File: src/hdl/speed_command_curve_run_control_macros.svh
// Assertion macros for the speed command curve and run control block.
// Included by the top-level RTL file, which carries the concurrent assertions; no dependencies.
`ifndef SPEED_COMMAND_CURVE_RUN_CONTROL_MACROS_SVH
`define SPEED_COMMAND_CURVE_RUN_CONTROL_MACROS_SVH

// Same-cycle implication, disabled while in reset.
`define SCC_ASSERT_IMP(lbl, clk, rst_n, ante, cons, msg) \
    lbl: assert property (@(posedge clk) disable iff (!rst_n) (ante) |-> (cons)) \
        else $error(msg);

// Next-cycle implication, disabled while in reset.
`define SCC_ASSERT_NXT(lbl, clk, rst_n, ante, cons, msg) \
    lbl: assert property (@(posedge clk) disable iff (!rst_n) (ante) |=> (cons)) \
        else $error(msg);

`endif

File: src/hdl/scc_pkg.sv
// Package for the speed command curve and run control block.
// Widths, register indexes, state types and the target saturation function.
`timescale 1ns / 1ps

package scc_pkg;

    localparam int SCC_NUM_POINTS = 6;
    localparam int SCC_NUM_CFG    = 6;
    localparam int SCC_LVL_W      = 16;
    localparam int SCC_PT_W       = 32;
    localparam int SCC_PROD_W     = 32;
    localparam int SCC_TGT_W      = 15;
    localparam int SCC_CFG_IDX_W  = 3;

    localparam logic [SCC_CFG_IDX_W-1:0] CFG_POINT_A = 3'd0;
    localparam logic [SCC_CFG_IDX_W-1:0] CFG_TOGGLE  = 3'd6;

    localparam logic [SCC_PT_W-1:0] SCC_PT_RESET [SCC_NUM_CFG] = '{
        32'd50, 32'd80, 32'd200, 32'd500, 32'd700, 32'd900
    };

    typedef logic [SCC_PT_W-1:0] t_bp;

    typedef enum logic [1:0] {
        MODE_INIT  = 2'd0,
        MODE_RUN   = 2'd1,
        MODE_FAULT = 2'd2
    } t_sys_mode;

    typedef enum logic [2:0] {
        ST_IDLE,
        ST_WALK,
        ST_MUL,
        ST_DIV,
        ST_FIN
    } t_seq_state;

    typedef struct packed {
        logic fault;
        logic settled;
        logic sig_on;
        logic toggle_en;
    } t_run_req;

    typedef struct packed {
        t_sys_mode mode;
        logic      run;
        logic      clr;
    } t_run_rsp;

    function automatic logic [SCC_TGT_W-1:0] sat_target(input logic [SCC_LVL_W-1:0] t);
        sat_target = t[SCC_LVL_W-1] ? {SCC_TGT_W{1'b1}} : t[SCC_TGT_W-1:0];
    endfunction

endpackage

File: src/hdl/scc_mac.sv
// Bit-serial multiply-accumulate: t0*a + t1*b, one multiplier bit per cycle, MSB first.
// Depends on scc_pkg.
`timescale 1ns / 1ps

module scc_mac (
    input  logic                           i_clk,
    input  logic                           i_rst_n,
    input  logic                           i_start,
    input  logic [scc_pkg::SCC_LVL_W-1:0]  i_a,
    input  logic [scc_pkg::SCC_LVL_W-1:0]  i_b,
    input  logic [scc_pkg::SCC_LVL_W-1:0]  i_t0,
    input  logic [scc_pkg::SCC_LVL_W-1:0]  i_t1,
    output logic                           o_done,
    output logic [scc_pkg::SCC_PROD_W-1:0] o_prod
);
    import scc_pkg::*;

    localparam int CNT_W = $clog2(SCC_LVL_W);
    localparam logic [CNT_W-1:0] CNT_LAST = CNT_W'(SCC_LVL_W - 1);

    logic                  r_busy;
    logic                  r_done;
    logic [CNT_W-1:0]      r_cnt;
    logic [SCC_LVL_W-1:0]  r_a;
    logic [SCC_LVL_W-1:0]  r_b;
    logic [SCC_LVL_W-1:0]  r_t0;
    logic [SCC_LVL_W-1:0]  r_t1;
    logic [SCC_PROD_W-1:0] r_acc;
    logic [SCC_PROD_W-1:0] n_acc;

    always_comb begin
        n_acc = {r_acc[SCC_PROD_W-2:0], 1'b0}
              + {{(SCC_PROD_W-SCC_LVL_W){1'b0}}, (r_a[SCC_LVL_W-1] ? r_t0 : '0)}
              + {{(SCC_PROD_W-SCC_LVL_W){1'b0}}, (r_b[SCC_LVL_W-1] ? r_t1 : '0)};
    end

    always_ff @(posedge i_clk) begin
        if (!i_rst_n) begin
            r_busy <= 1'b0;
            r_done <= 1'b0;
            r_cnt  <= '0;
        end else begin
            r_done <= 1'b0;
            if (i_start) begin
                r_busy <= 1'b1;
                r_cnt  <= '0;
            end else if (r_busy) begin
                r_cnt <= r_cnt + 1'b1;
                if (r_cnt == CNT_LAST) begin
                    r_busy <= 1'b0;
                    r_done <= 1'b1;
                end
            end
        end
    end

    always_ff @(posedge i_clk) begin
        if (i_start) begin
            r_a   <= i_a;
            r_b   <= i_b;
            r_t0  <= i_t0;
            r_t1  <= i_t1;
            r_acc <= '0;
        end else if (r_busy) begin
            r_a   <= {r_a[SCC_LVL_W-2:0], 1'b0};
            r_b   <= {r_b[SCC_LVL_W-2:0], 1'b0};
            r_acc <= n_acc;
        end
    end

    assign o_done = r_done;
    assign o_prod = r_acc;

endmodule

File: src/hdl/scc_div.sv
// Restoring serial divider, one quotient bit per cycle; truncating quotient.
// Depends on scc_pkg.
`timescale 1ns / 1ps

module scc_div (
    input  logic                           i_clk,
    input  logic                           i_rst_n,
    input  logic                           i_start,
    input  logic [scc_pkg::SCC_PROD_W-1:0] i_dividend,
    input  logic [scc_pkg::SCC_LVL_W-1:0]  i_divisor,
    output logic                           o_done,
    output logic [scc_pkg::SCC_LVL_W-1:0]  o_quo
);
    import scc_pkg::*;

    localparam int CNT_W = $clog2(SCC_PROD_W);
    localparam logic [CNT_W-1:0] CNT_LAST = CNT_W'(SCC_PROD_W - 1);

    logic                  r_busy;
    logic                  r_done;
    logic [CNT_W-1:0]      r_cnt;
    logic [SCC_LVL_W-1:0]  r_rem;
    logic [SCC_LVL_W-1:0]  r_dvs;
    logic [SCC_PROD_W-1:0] r_quo;
    logic [SCC_LVL_W:0]    w_trial;
    logic                  w_ge;

    always_comb begin
        w_trial = {r_rem, r_quo[SCC_PROD_W-1]};
        w_ge    = (w_trial >= {1'b0, r_dvs});
    end

    always_ff @(posedge i_clk) begin
        if (!i_rst_n) begin
            r_busy <= 1'b0;
            r_done <= 1'b0;
            r_cnt  <= '0;
        end else begin
            r_done <= 1'b0;
            if (i_start) begin
                r_busy <= 1'b1;
                r_cnt  <= '0;
            end else if (r_busy) begin
                r_cnt <= r_cnt + 1'b1;
                if (r_cnt == CNT_LAST) begin
                    r_busy <= 1'b0;
                    r_done <= 1'b1;
                end
            end
        end
    end

    // remainder stays below the divisor, so its top trial bit drops out after subtract
    always_ff @(posedge i_clk) begin
        if (i_start) begin
            r_rem <= '0;
            r_dvs <= i_divisor;
            r_quo <= i_dividend;
        end else if (r_busy) begin
            r_rem <= w_ge ? SCC_LVL_W'(w_trial - {1'b0, r_dvs}) : w_trial[SCC_LVL_W-1:0];
            r_quo <= {r_quo[SCC_PROD_W-2:0], w_ge};
        end
    end

    assign o_done = r_done;
    assign o_quo  = r_quo[SCC_LVL_W-1:0];

endmodule

File: src/hdl/scc_run_ctrl.sv
// Run control state machine (init, run, fault) with toggle fault clear.
// Depends on scc_pkg; steps once per transaction.
`timescale 1ns / 1ps

module scc_run_ctrl (
    input  logic              i_clk,
    input  logic              i_rst_n,
    input  logic              i_step,
    input  scc_pkg::t_run_req i_req,
    output scc_pkg::t_run_rsp o_rsp
);
    import scc_pkg::*;

    t_sys_mode r_mode;
    t_sys_mode n_mode;
    logic      r_reset_step;
    logic      n_reset_step;
    logic      w_clr;

    always_ff @(posedge i_clk) begin
        if (!i_rst_n) begin
            r_mode       <= MODE_INIT;
            r_reset_step <= 1'b0;
        end else if (i_step) begin
            r_mode       <= n_mode;
            r_reset_step <= n_reset_step;
        end
    end

    always_comb begin
        n_mode       = r_mode;
        n_reset_step = r_reset_step;
        w_clr        = 1'b0;
        unique case (r_mode)
            MODE_RUN: begin
                if (i_req.fault) begin
                    n_mode = MODE_FAULT;
                end
            end
            MODE_FAULT: begin
                if (!i_req.fault) begin
                    n_mode = MODE_RUN;
                end
                if (i_req.toggle_en) begin
                    if (!i_req.fault) begin
                        n_reset_step = 1'b0;
                    end
                    if (!i_req.sig_on && i_req.fault) begin
                        n_reset_step = 1'b1;
                    end
                    if (i_req.sig_on && n_reset_step) begin
                        n_reset_step = 1'b0;
                        w_clr        = 1'b1;
                    end
                end
            end
            default: begin
                n_mode = i_req.settled ? MODE_RUN : MODE_INIT;
            end
        endcase
    end

    assign o_rsp.mode = n_mode;
    assign o_rsp.run  = (r_mode == MODE_RUN) && !i_req.fault && i_req.sig_on;
    assign o_rsp.clr  = w_clr;

endmodule

File: src/hdl/speed_command_curve_run_control.sv
// Acceptance to result in the output register: a command below breakpoint 1 goes
// straight to the output load; otherwise the walk steps one segment at a time, then,
// if the command falls inside a segment, the serial multiply and divide run before the load.
// One transaction at a time; the next is taken the cycle after the result is loaded.
// Synchronous active-low reset restores the breakpoint table, sets mode init and
// clears the signal-on flag.
`timescale 1ns / 1ps
`include "speed_command_curve_run_control_macros.svh"

module speed_command_curve_run_control #(
    parameter int NUM_POINTS = scc_pkg::SCC_NUM_POINTS
) (
    input  logic                              i_clk,
    input  logic                              i_rst_n,
    input  logic                              i_in_valid,
    output logic                              o_in_stall,
    input  logic [scc_pkg::SCC_LVL_W-1:0]     i_ctrl_sig,
    input  logic                              i_fault_active,
    input  logic                              i_power_settled,
    output logic                              o_out_valid,
    input  logic                              i_out_stall,
    output logic [scc_pkg::SCC_TGT_W-1:0]     o_target,
    output logic                              o_sig_on,
    output logic                              o_run_enable,
    output logic [1:0]                        o_sys_state,
    output logic                              o_fault_clear,
    input  logic                              i_cfg_valid,
    output logic                              o_cfg_ready,
    input  logic [scc_pkg::SCC_CFG_IDX_W-1:0] i_cfg_index,
    input  logic [scc_pkg::SCC_PT_W-1:0]      i_cfg_data
);
    import scc_pkg::*;

    localparam int CHAIN_D = (NUM_POINTS > 2) ? NUM_POINTS - 1 : 2;
    localparam int LEFT_W  = $clog2(NUM_POINTS);
    localparam logic [LEFT_W-1:0] LEFT_INIT = LEFT_W'(NUM_POINTS - 2);

    t_seq_state r_state;
    t_seq_state n_state;

    t_bp                  r_point [SCC_NUM_CFG];
    logic                 r_toggle;
    t_bp                  w_bp [CHAIN_D+1];
    t_bp                  r_chain [CHAIN_D];
    logic [LEFT_W-1:0]    r_left;
    logic [SCC_LVL_W-1:0] r_cmd;
    logic                 r_fault;
    logic                 r_settled;
    logic                 r_sig_on;
    logic [SCC_LVL_W-1:0] r_tgt;
    logic                 r_out_valid;

    logic                 w_accept;
    logic                 w_below0;
    logic                 w_below1;
    logic [SCC_LVL_W-1:0] w_c0;
    logic [SCC_LVL_W-1:0] w_t0;
    logic [SCC_LVL_W-1:0] w_c1;
    logic [SCC_LVL_W-1:0] w_t1;
    logic                 w_walk_end;
    logic                 w_walk_hit;
    logic                 w_mac_start;
    logic                 w_div_start;
    logic                 w_step;
    logic                 w_mac_done;
    logic                 w_div_done;
    logic [SCC_PROD_W-1:0] w_prod;
    logic [SCC_LVL_W-1:0] w_quo;
    t_run_req             w_req;
    t_run_rsp             w_rsp;

    genvar g;
    generate
        for (g = 0; g <= CHAIN_D; g++) begin : g_bp
            if (g < SCC_NUM_CFG && g < NUM_POINTS) begin : g_reg
                assign w_bp[g] = r_point[g];
            end else begin : g_zero
                assign w_bp[g] = '0;
            end
        end
    endgenerate

    assign o_cfg_ready = 1'b1;
    assign w_accept    = i_in_valid && !o_in_stall;
    assign w_below0    = i_ctrl_sig < w_bp[0][SCC_LVL_W-1:0];
    assign w_below1    = i_ctrl_sig < w_bp[1][SCC_LVL_W-1:0];
    assign w_c0        = r_chain[0][SCC_LVL_W-1:0];
    assign w_t0        = r_chain[0][SCC_PT_W-1:SCC_LVL_W];
    assign w_c1        = r_chain[1][SCC_LVL_W-1:0];
    assign w_t1        = r_chain[1][SCC_PT_W-1:SCC_LVL_W];
    assign w_walk_end  = (r_left == '0) || (w_c0 > w_c1);
    assign w_walk_hit  = r_cmd < w_c1;

    always_ff @(posedge i_clk) begin
        if (!i_rst_n) begin
            r_point  <= SCC_PT_RESET;
            r_toggle <= 1'b1;
        end else if (i_cfg_valid && o_cfg_ready) begin
            if (i_cfg_index < CFG_TOGGLE) begin
                r_point[i_cfg_index] <= i_cfg_data;
            end else if (i_cfg_index == CFG_TOGGLE) begin
                r_toggle <= i_cfg_data[0];
            end
        end
    end

    always_ff @(posedge i_clk) begin
        if (!i_rst_n) begin
            r_state <= ST_IDLE;
        end else begin
            r_state <= n_state;
        end
    end

    always_comb begin
        n_state     = r_state;
        o_in_stall  = 1'b1;
        w_mac_start = 1'b0;
        w_div_start = 1'b0;
        w_step      = 1'b0;
        unique case (r_state)
            ST_IDLE: begin
                o_in_stall = 1'b0;
                if (i_in_valid) begin
                    n_state = (w_below0 || w_below1) ? ST_FIN : ST_WALK;
                end
            end
            ST_WALK: begin
                if (w_walk_end) begin
                    n_state = ST_FIN;
                end else if (w_walk_hit) begin
                    w_mac_start = 1'b1;
                    n_state     = ST_MUL;
                end
            end
            ST_MUL: begin
                if (w_mac_done) begin
                    w_div_start = 1'b1;
                    n_state     = ST_DIV;
                end
            end
            ST_DIV: begin
                if (w_div_done) begin
                    n_state = ST_FIN;
                end
            end
            ST_FIN: begin
                if (!r_out_valid || !i_out_stall) begin
                    w_step  = 1'b1;
                    n_state = ST_IDLE;
                end
            end
            default: begin
                n_state = ST_IDLE;
            end
        endcase
    end

    always_ff @(posedge i_clk) begin
        if (!i_rst_n) begin
            r_sig_on <= 1'b0;
        end else if (w_accept) begin
            if (w_below0) begin
                r_sig_on <= 1'b0;
            end else if (!w_below1) begin
                r_sig_on <= 1'b1;
            end
        end
    end

    // breakpoints 1.. shift down one place per walked segment
    always_ff @(posedge i_clk) begin
        if (w_accept) begin
            r_cmd     <= i_ctrl_sig;
            r_fault   <= i_fault_active;
            r_settled <= i_power_settled;
            r_tgt     <= w_below0 ? '0 : w_bp[1][SCC_PT_W-1:SCC_LVL_W];
            r_left    <= LEFT_INIT;
            for (int k = 0; k < CHAIN_D; k++) begin
                r_chain[k] <= w_bp[k+1];
            end
        end else if (r_state == ST_WALK) begin
            if (w_walk_end) begin
                r_tgt <= w_t0;
            end else if (!w_walk_hit) begin
                r_left <= r_left - 1'b1;
                for (int k = 0; k < CHAIN_D - 1; k++) begin
                    r_chain[k] <= r_chain[k+1];
                end
                r_chain[CHAIN_D-1] <= '0;
            end
        end else if (r_state == ST_DIV && w_div_done) begin
            r_tgt <= w_quo;
        end
    end

    scc_mac u_mac (
        .i_clk   (i_clk),
        .i_rst_n (i_rst_n),
        .i_start (w_mac_start),
        .i_a     (w_c1 - r_cmd),
        .i_b     (r_cmd - w_c0),
        .i_t0    (w_t0),
        .i_t1    (w_t1),
        .o_done  (w_mac_done),
        .o_prod  (w_prod)
    );

    scc_div u_div (
        .i_clk      (i_clk),
        .i_rst_n    (i_rst_n),
        .i_start    (w_div_start),
        .i_dividend (w_prod),
        .i_divisor  (w_c1 - w_c0),
        .o_done     (w_div_done),
        .o_quo      (w_quo)
    );

    assign w_req.fault     = r_fault;
    assign w_req.settled   = r_settled;
    assign w_req.sig_on    = r_sig_on;
    assign w_req.toggle_en = r_toggle;

    scc_run_ctrl u_run (
        .i_clk   (i_clk),
        .i_rst_n (i_rst_n),
        .i_step  (w_step),
        .i_req   (w_req),
        .o_rsp   (w_rsp)
    );

    always_ff @(posedge i_clk) begin
        if (!i_rst_n) begin
            r_out_valid <= 1'b0;
        end else if (w_step) begin
            r_out_valid <= 1'b1;
        end else if (!i_out_stall) begin
            r_out_valid <= 1'b0;
        end
    end

    always_ff @(posedge i_clk) begin
        if (w_step) begin
            o_target      <= sat_target(r_tgt);
            o_sig_on      <= r_sig_on;
            o_run_enable  <= w_rsp.run;
            o_sys_state   <= w_rsp.mode;
            o_fault_clear <= w_rsp.clr;
        end
    end

    assign o_out_valid = r_out_valid;

    `SCC_ASSERT_IMP(a_mac_done_in_mul, i_clk, i_rst_n, w_mac_done, r_state == ST_MUL, "multiply finished outside multiply phase")
    `SCC_ASSERT_IMP(a_div_done_in_div, i_clk, i_rst_n, w_div_done, r_state == ST_DIV, "divide finished outside divide phase")
    `SCC_ASSERT_IMP(a_run_in_run_mode, i_clk, i_rst_n, o_out_valid && o_run_enable, o_sig_on && (o_sys_state == MODE_RUN), "run enable without run mode and signal on")
    `SCC_ASSERT_IMP(a_clr_in_fault, i_clk, i_rst_n, o_out_valid && o_fault_clear, o_sys_state == MODE_FAULT, "fault clear pulse outside fault mode")
    `SCC_ASSERT_NXT(a_step_loads_out, i_clk, i_rst_n, w_step, o_out_valid && (r_state == ST_IDLE), "finished transaction not presented")

endmodule

File: config.mk
export PLATFORM = sky130hd
export DESIGN_NAME = speed_command_curve_run_control
export DESIGN_NICKNAME = d
export VERILOG_FILES = /design/src/hdl/scc_pkg.sv /design/src/hdl/scc_mac.sv /design/src/hdl/scc_div.sv /design/src/hdl/scc_run_ctrl.sv /design/src/hdl/speed_command_curve_run_control.sv
export VERILOG_INCLUDE_DIRS = /design/src /design/src/hdl
export SDC_FILE = /design/constraint.sdc
export NUM_CORES = 1
export LEC_CHECK = 0
export ABC_AREA = 1
export BUFFER_PORTS_ARGS = -buffer_cell sky130_fd_sc_hd__buf_2
export CORE_MARGIN = 8
export CORE_UTILIZATION = 60
export DETAILED_ROUTE_END_ITERATION = 7
export PLACE_DENSITY = 0.78
export SLEW_MARGIN = 10
export SYNTH_ARGS = -nofsm -noshare
export SYNTH_HDL_FRONTEND = slang
export SYNTH_SLANG_ARGS = --single-unit
export TNS_END_PERCENT = 30
File: constraint.sdc
create_clock -name i_clk -period 5.1 [get_ports i_clk]
set_input_delay 0.255 -clock i_clk [delete_from_list [all_inputs] [get_ports i_clk]]
set_output_delay 0.255 -clock i_clk [all_outputs]
set_load 0.005 [all_outputs]
Word level (Yosys, flattened, before mapping)
Memory sizes are Yosys's and may differ from the RTL's.
Cells that the tools add are included.

storage, ports and cells
  memories = 1
  output and inout bits = 23
  flip-flop bits (word level) = 431
  bits in writable memories = 160

memory list
  memory   words  bits a word  rd ports  clocked after Yosys merged registers in  write ports  line                                   source
  r_chain  5      32           5         0                                        5            speed_command_curve_run_control.sv:44  t_bp r_chain [CHAIN_D];

operators by class
  bitwise logic cells = 12
  $lt $le $gt $ge = 8
  equal/unequal tests = 17
  $add $sub $neg = 9
  reduce and logical (&&, ||, !) cells = 31
  multiplexer cells = 67

operators by type and width
  kind                                                 number
  two-way mux 32 bit                                   8
  bitwise mux 192 bit                                  1
  two-way mux 16 bit                                   12
  demux 32 bit (select 3 bit)                          1
  adder 32 x 16 -> 32 bit                              2
  subtractor 16 bit                                    4
  less-than comparator 16 bit                          3
  two-way mux 1 bit                                    34
  two-way mux 3 bit                                    7
  >= comparator 17 x 16 -> 1 bit                       1
  > comparator 16 bit                                  1
  case mux 3 bit (5 select lines)                      1
  AND reduction 3 bit                                  3
  AND reduction 2 bit                                  4
  logical AND 1 bit                                    7
  equality test 3 x 2 -> 1 bit, second input constant  2
  equality test 3 bit, second input constant           2
  logical NOT 3 bit                                    2
  != test 2 x 1 -> 1 bit, second input constant        3
  != test 2 bit, second input constant                 3
  != test 3 bit, second input constant                 2
  NOT 1 bit                                            6
  OR reduction 3 bit                                   2
  adder 5 x 1 -> 5 bit, second input constant          1
  20 further kinds                                     32

Depth between registers and ports, before layout
Gate-level depths: netlist of the first run.
An unclocked memory read counts as a cell.

  word-level depth = 8
  mapped depth = 19
  gate-level depth less buffers = 17

By module
From an unflattened synthesis of the first run, not the netlist that was laid out.

unflattened totals
  cells, all modules = 3360
  area total of the unflattened synthesis = 28403.5 µm²

modules (own cells, without submodules)
  module                           area each (µm²)  times used  seq. area each (µm²)  cells an instance
  speed_command_curve_run_control  18138.6          1           10129.7               2051
  scc_mac                          5829.3           1           2682.6                747
  scc_div                          4206.5           1           1901.8                527
  scc_run_ctrl                     229.0            1           60.1                  35

Worst setup path before layout of the first run
Ideal clock, no wire load.

  kind = register to register
  from = mem r_chain[0][0] in the netlist's numbering
  to = mem r_chain[0][0] in the netlist's numbering, enable pin
  slack = 767 ps
  buffers on the path = 1
  arrival = 3881 ps
  data required time = 4647 ps
  stages on the path, launching flop included = 13
  period minus slack after synthesis = 4333 ps
  cell sequence = edfxtp_1 -> ha_1 -> fa_1 -> o21ai_1 -> nand3_1 -> nand2_2 -> nand2_1 -> nand2_2 -> nand3_4 -> nor2_8 -> inv_2 -> buf_6 -> nand2_2

RTL lines
  what         line
  from (decl)  speed_command_curve_run_control.sv:44

==> results.py, run 1 <==
metrics = {
    "run_status": {
        "status": "complete, no violations",
    },
    "setup_path": {
        "worst_ep_arrival_time_ns": 4.38,
        "crit_buf_inv": 2,
        "cp.depth": 12,
        "cp_max_fo": 90,
        "setup.worst_path.start": "r_chain[0][0]",
        "crit_slowest_cell": "buf_4",
        "crit_family": "buffers and inverters",
        "reg2reg_depth": 12,
        "cp-end-kind": "register",
        "r2r_slack_ns": 1.04,
        "critical_path.cell_chain": "ha_1, fa_1, o21ai_1, nand3_1, nand2_2, nand2_1, nand2_2, nand3_4, nor2_8, buf_4, buf_4, nor2_1",
        "critPathMaxStageDelay_ns": 0.82,
        "worstReg2RegStart": "r_chain[0][0]",
        "r2r_end": "r_chain[0][129]",
        "crit_end": "r_chain[0][129]",
        "path_class": "reg -> reg",
        "critPathRequiredTime_ns": 5.42,
        "start_kind": "register",
    },
    "yosys": {
        "syn_area_per_cell_um2": 8.73,
        "synth-main-ff-cell": "edfxtp_1",
        "synthArstFlopShare_pct": 0,
        "postSynthCellCount": 3147,
        "synth_edf_count": 326,
        "yosysWarnings": 0,
        "ys_seq_area_share_pct": 53.8,
        "synth_cell_types": 45,
        "synthTopCellsByArea": "edfxtp_1, dfxtp_1, nand2_1",
        "ys_seq_elements": 575,
        "syn_nets": 3342,
        "synth_top_area_share_pct": 35.6,
        "yosysTopAreaCell": "edfxtp_1",
        "syn_area_um2": 27500,
    },
    "layout": {
        "final_util_pct": 67.7,
        "diodes": 0,
        "fillers": 3502,
        "finalNetCount": 3428,
        "synthToLayoutAreaGrowth_pct": 11.6,
        "drive_above_1_share_pct": 7.04,
    },
    "routing": {
        "dr.pass1.iters": 8,
        "drc": 0,
        "post_drt_wl_per_cell_um": 17.1,
        "drt_iter0_markers": 2175,
        "via_per_inst": 5.52,
        "vias": 21400,
        "drt_wl_total_um": 66500,
        "ant_nets": 0,
    },
    "clocking": {
        "cts_root_buf": "clkbuf_16",
        "post_cts_buffers": 0,
        "clkTransAtPathRegs_ns": 0.06,
        "clock_sinks": 575,
        "cts_buffer_depth": 3,
        "cts_made_buffers": 57,
        "ctsHtreeMaxLevel": 2,
        "cts_tree": "yes",
        "insertion_delay_ns": 0.63,
    },
    "timing": {
        "slew_headroom_pct": 13.9,
        "postLayoutSetupSlackWorst_ns": 1.04,
        "setup_tns_ns": 0,
        "fin_crit_sh_pct": 79.6,
        "period_needed_ns": 4.06,
        "clock_skew_ns": 0.0330,
        "rsz0062_at_grt": "no",
        "setup_viol": 0,
        "clock.fmax_ghz": 0.246,
        "hold_viol": 0,
        "tightest_slew_ns": 1.29,
        "drv_slew": 0,
    },
    "placement": {
        "portBuffers": 79,
        "gp_congestion": 0.906,
        "hpwl_um": 45700,
        "place_ws_ns": 1.13,
    },
    "global_routing": {
        "grt_usage_pct": 24.7,
        "overflow": 0,
        "grt_pass1_wl_um": 108000,
        "grt_start_max_net_pins": 117,
        "grt_pass1_vias": 20700,
        "antenna_found_initial": 0,
    },
    "floorplanning": {
        "die_width_um": 230,
        "ioPinCount": 81,
        "rows": 78,
        "die_area_um2": 52900,
        "start_util_pct": 60.7,
        "core_area_um2": 45300,
        "die_height_um": 230,
    },
    "power": {
        "vdd_drop_max_v": 0.000509,
        "leakage_nw": 13.6,
        "power_density_nw_per_um2": 513,
    },
    "worst_hold_path": {
        "hold_path_depth": 5,
        "hp-class": "in -> reg",
    },
    "run": {
        "maxCapViolCount": 0,
    },
}
[worst min-delay path by stage]
| stage | start | to | slack, ns |
|---|---|---|---|
| after global routing | i_cfg_valid | r_toggle | 0.09 |
| after global placement | r_chain[0][59] | u_mac.r_t1[11] | 0.43 |
| final | i_cfg_valid | r_toggle | 0.08 |
| after CTS | i_cfg_valid | r_toggle | 0.02 |
| after floorplan | i_ctrl_sig[0] | r_cmd[0] | 0.35 |
| after detailed placement | r_chain[0][48] | u_mac.r_t1[0] | 0.43 |
[cell type report]
cell class	instances	area (µm²)	share of cell area (%)
Clock inverter	38	344	1.12
Sequential cell	575	14800	48.2
Clock buffer	70	1570	5.12
Tap cell	600	751	2.45
Multi-Input combinational cell	2142	11000	35.8
Timing Repair Buffer	154	1110	3.62
Inverter	303	1140	3.72
[cells in the mapped netlist, types with 5 or more instances]
library cell    n
nand2_1       840
nor2_1        358
edfxtp_1      326
inv_1         299
o21ai_0       269
dfxtp_1       249
a21oi_1       199
ha_1          117
nand3_1       105
clkbuf_1       81
xor2_1         35
xnor2_1        28
o21ai_1        23
fa_1           20
buf_2          19
nand3b_1       19
or2_2          19
buf_4          17
nor3_1         17
o211ai_1       12
a31oi_1        11
o21bai_1       11
a21o_1          9
nand2_2         8
a311oi_1        7
buf_6           7
nand4_1         6
o31ai_1         5
[per-layer routing]
metal	GRT usage, %	up-vias	part of all wire [%]
met1	34.1	10100	44
met4	6.41	0	2.0
met5	0	-	0
met3	3.10	100	6.4
met2	40.8	734	47
li1	-	10500	-
[cell families after synthesis]
family          share of synthesized area [%]
compound gates                           10.7
xor+xnor                                 2.01
fa+ha+maj                                6.79
buf+inv                                  6.39
flops                                    53.8
other cells                            0.0137
simple gates                             20.3
[through the flow]
stage | total power [W] | instances | cell area, µm² | hold slack [ns]
3_5_place_dp | 0.0115 | 3720 | 28200 | 0.433
5_1_grt | 0.0166 | 3882 | 30600 | 0.0911
4_1_cts | 0.0157 | 3882 | 30600 | 0.0170
6_report | 0.0157 | 3882 | 30600 | 0.0834
2_1_floorplan | 0.0101 | 3147 | 27500 | 0.354
3_3_place_gp | 0.0113 | 3720 | 28200 | 0.432
[layout by cell type (no fill, tap or decap), drive strengths merged, types with 54 or more instances in the layout]
master       count
dlygate4sd3     54
ha             117
edfxtp         326
nand2          848
nand3          106
inv            304
nor2           359
clkbuf          70
o21ai          294
buf            100
dfxtp          249
a21oi          201
[worst min-delay path, delay by kind of cell]
kind / cells / cell delay [ns]
AND/OR/NAND/NOR: 3 / 0.20
buffers and inverters: 2 / 0.18
[state kept, by name (all words and copies together), names as in the netlist, 2 cells and up]
signal	count
r_point	176
r_chain	160
u_div.r_quo	32
u_mac.o_prod	32
r_cmd	16
r_tgt	16
u_div.r_dvs	16
u_div.r_rem	16
u_mac.r_a	16
u_mac.r_b	16
u_mac.r_t0	16
u_mac.r_t1	16
o_target	15
u_div.r_cnt	5
u_mac.r_cnt	4
r_left	3
r_state	3
o_sys_state	2
u_run.r_mode	2
[timing repair]
| action | in CTS | in global routing |
|---|---|---|
| endpoints found under the hold margin | 147 | 0 |
| resized for setup | 0 | 0 |
| hold buffers | 54 | 0 |
[power breakdown]
group	switching (W)	internal (W)	total, W
logic	0.00328	0.00156	0.00485
registers	0.000438	0.00621	0.00665
clock network	0.00183	0.00240	0.00423
Note: power is estimated with default switching activity, not from simulation.
==> inputs of run 2 (changes only) <==
- ABC_AREA: 1 -> 0
- CORE_UTILIZATION: 60 -> 57
- clock period: 5.1 -> 3.4 ns (I/O delays scaled with it)
==> results.py, run 2 <==
metrics = {
    "run_status": {
        "status": "complete, no violations",
    },
    "setup_path": {
        "r2r_end": "u_mac.o_prod[24]",
        "crit_slowest_cell": "fa_1",
        "cp-end-kind": "register",
        "worst_ep_arrival_time_ns": 3.85,
        "r2r_slack_ns": 0.09,
        "crit_buf_inv": 2,
        "crit_path_frequent_cell": "o21ai_1",
        "crit_family": "compound AO/OA/AOI/OAI gates",
        "critical_path.cell_chain": "buf_6, and2_1, fa_1, ha_4, o21ai_1, o21ai_1, nand3_1, a211o_1, a311oi_2, buf_4, o2111ai_1, xor2_1, a211oi_1",
        "worstReg2RegStart": "u_mac.r_a[15]",
        "path_class": "reg -> reg",
        "cp_max_fo": 7,
        "critPathMaxStageDelay_ns": 0.50,
        "start_kind": "register",
        "reg2reg_depth": 13,
        "critPathRequiredTime_ns": 3.94,
    },
    "power": {
        "power_density_nw_per_um2": 618,
        "leakage_nw": 12.3,
        "p_total_w": 0.0198,
        "vdd_drop_max_v": 0.000443,
    },
    "timing": {
        "clock_skew_ns": 0.0465,
        "period_needed_ns": 3.31,
        "hold_ws_ns": 0.0818,
        "fin_crit_sh_pct": 97.5,
        "drv_slew": 0,
        "tightest_slew_ns": 1.26,
        "rsz0062_at_grt": "yes",
        "slew_headroom_pct": 15.8,
        "hold_viol": 0,
        "postLayoutSetupSlackWorst_ns": 0.0864,
        "clock.fmax_ghz": 0.302,
        "setup_viol": 0,
    },
    "clocking": {
        "ctsHtreeMaxLevel": 2,
        "cts_buffer_depth": 3,
        "clock_sinks": 575,
        "cts_tree": "yes",
        "cts_root_buf": "clkbuf_16",
        "cts_made_buffers": 57,
        "insertion_delay_ns": 0.63,
        "clkTransAtPathRegs_ns": 0.07,
    },
    "routing": {
        "vias": 19600,
        "via_per_inst": 5.66,
        "post_drt_wl_per_cell_um": 18.1,
        "drt_iter0_markers": 1444,
        "dr.pass1.iters": 7,
        "drc": 0,
        "ant_nets": 0,
        "drt_wl_total_um": 62500,
    },
    "layout": {
        "fillers": 3401,
        "finalNetCount": 2986,
        "top_register": "r_point",
        "final_cell_mix": "nand2_1, edfxtp_1, dfxtp_1",
        "final_common_cell": "nand2_1",
        "largest_reg_flops": 176,
        "fin_area_um2": 32000,
        "synthToLayoutAreaGrowth_pct": 16.6,
        "drive_above_1_share_pct": 17.0,
        "top_regs": "r_point x176, r_chain x160",
    },
    "yosys": {
        "synthTopCellsByArea": "edfxtp_1, dfxtp_1, nand2_1",
        "yosysTopAreaCell": "edfxtp_1",
        "ys_seq_elements": 575,
        "ys_seq_area_share_pct": 53.8,
        "syn_nets": 2787,
        "postSynthCellCount": 2592,
        "syn_area_um2": 27500,
        "syn_area_per_cell_um2": 10.6,
        "synth-main-ff-cell": "edfxtp_1",
        "synth_edf_count": 326,
        "yosysMostFrequentCell": "nand2_1",
        "synth_top_area_share_pct": 35.7,
        "synth_cell_types": 66,
        "synthArstFlopShare_pct": 0,
        "yosysWarnings": 0,
        "synth_common_cells": "nand2_1, edfxtp_1, dfxtp_1, a21boi_0, inv_1",
    },
    "global_routing": {
        "grt_start_max_net_pins": 106,
        "grt_pass1_vias": 19500,
        "overflow": 0,
        "grt_usage_pct": 21.9,
        "antenna_found_initial": 2,
        "grt_pass1_wl_um": 101000,
    },
    "worst_hold_path": {
        "hold_path_depth": 5,
        "hp-class": "in -> reg",
        "hold_start": "i_cfg_index[0]",
        "worstHoldEndpoint": "r_toggle",
    },
    "floorplanning": {
        "core_area_um2": 47600,
        "start_util_pct": 57.6,
        "die_width_um": 235,
        "die_area_um2": 55400,
        "rows": 80,
        "die_height_um": 235,
        "ioPinCount": 81,
    },
    "placement": {
        "place_ws_ns": -0.282,
        "post_dp_cell_area_um2": 29200,
        "portBuffers": 79,
        "gp_congestion": 0.902,
        "hpwl_um": 42900,
    },
    "run": {
        "maxCapViolCount": 0,
    },
}
-- run 2: cell types whose count changed after synthesis, moves of 122 or more --
cell and delta:
o21ai_0 -153, inv_1 -158, mux2_2 +122, a21boi_0 +157, nand2_1 -333, nor2_1 -243
-- run 2: cells by family (layout without fill, tap and decap cells) --
logic type,after synthesis,count (layout),synth area share [%]
AND/OR/NAND/NOR,860,862,13.6
flip-flops,575,575,53.8
AO/OA/AOI/OAI,506,507,12.3
buffers and inverters,260,505,3.89
multiplexers,180,180,7.18
adder cells (fa/ha/maj),137,137,6.79
XOR/XNOR,73,73,2.33
other,1,2,0.0137
-- run 2: stage by stage --
stage                TNS, ns  instances  util (%)
global route          -0.739       3456      67.2
finish                     0       3456      67.2
global placement      -32.12       3273      61.2
detailed placement    -29.16       3273      61.2
floorplan             -0.153       2592         -
CTS                 -0.00232       3443      66.6
-- run 2: tightest hold or removal path, stage by stage --
cell     delay (ns)
buf_2          0.14
nor2b_1        0.11
nand3_1        0.13
mux2i_1        0.08
nand2_1        0.06
-- run 2: layer usage --
| layer | global-route usage [%] | wire length (µm) | vias to the layer above | part of all wire (%) |
|---|---|---|---|---|
| met3 | 3.11 | 2960 | 116 | 4.7 |
| met1 | 29.0 | 28200 | 9443 | 45 |
| met2 | 36.6 | 29600 | 539 | 47 |
| met5 | 0 | 12 | - | 0.019 |
| li1 | - | - | 9458 | - |
| met4 | 7.65 | 1760 | 2 | 2.8 |
-- run 2: cell type report --
| class | instances | area, µm² | share of cell area (%) |
|---|---|---|---|
| antenna | 1 | 2.50 | 0.00782 |
| clock buffer | 70 | 1530 | 4.77 |
| clock inverter | 38 | 417 | 1.30 |
| inverter | 144 | 541 | 1.69 |
| multi-input combinational | 1760 | 11900 | 37.2 |
| sequential | 575 | 14800 | 46.2 |
| tap | 615 | 769 | 2.40 |
| timing repair buffer | 253 | 2080 | 6.50 |
-- run 2: power breakdown --
group	internal, W	total (W)	switching [W]	leakage, nW
clock	0.00374	0.00645	0.00271	0.942
combinational	0.00201	0.00455	0.00254	6.27
sequential	0.00832	0.00879	0.000467	5.11
-- run 2: worst max path at each step --
stage	from	end	slack (ns)	depth (start not counted)
6_report	u_mac.r_a[15]	u_mac.o_prod[24]	0.09	13
5_1_grt	r_cmd[0]	u_mac.r_a[4]	-0.04	10
4_1_cts	r_chain[0][32]	u_mac.r_b[15]	-0.001	12
3_5_place_dp	r_chain[0][32]	u_mac.r_t1[11]	-0.28	11
3_3_place_gp	r_chain[0][32]	u_mac.r_t0[10]	-0.28	11
2_1_floorplan	u_mac.r_a[15]	u_mac.o_prod[31]	-0.04	13
-- run 2: repair_timing --
| item | in CTS | in global routing |
|---|---|---|
| gates cloned | 3 | 2 |
| hold buffers | 53 | 0 |
| hold endpoints to repair | 196 | 0 |
| endpoints found under the setup margin | 382 | 339 |
| buffers inserted | 6 | 10 |
| pin swaps | 6 | 18 |
| gates resized for setup | 9 | 34 |
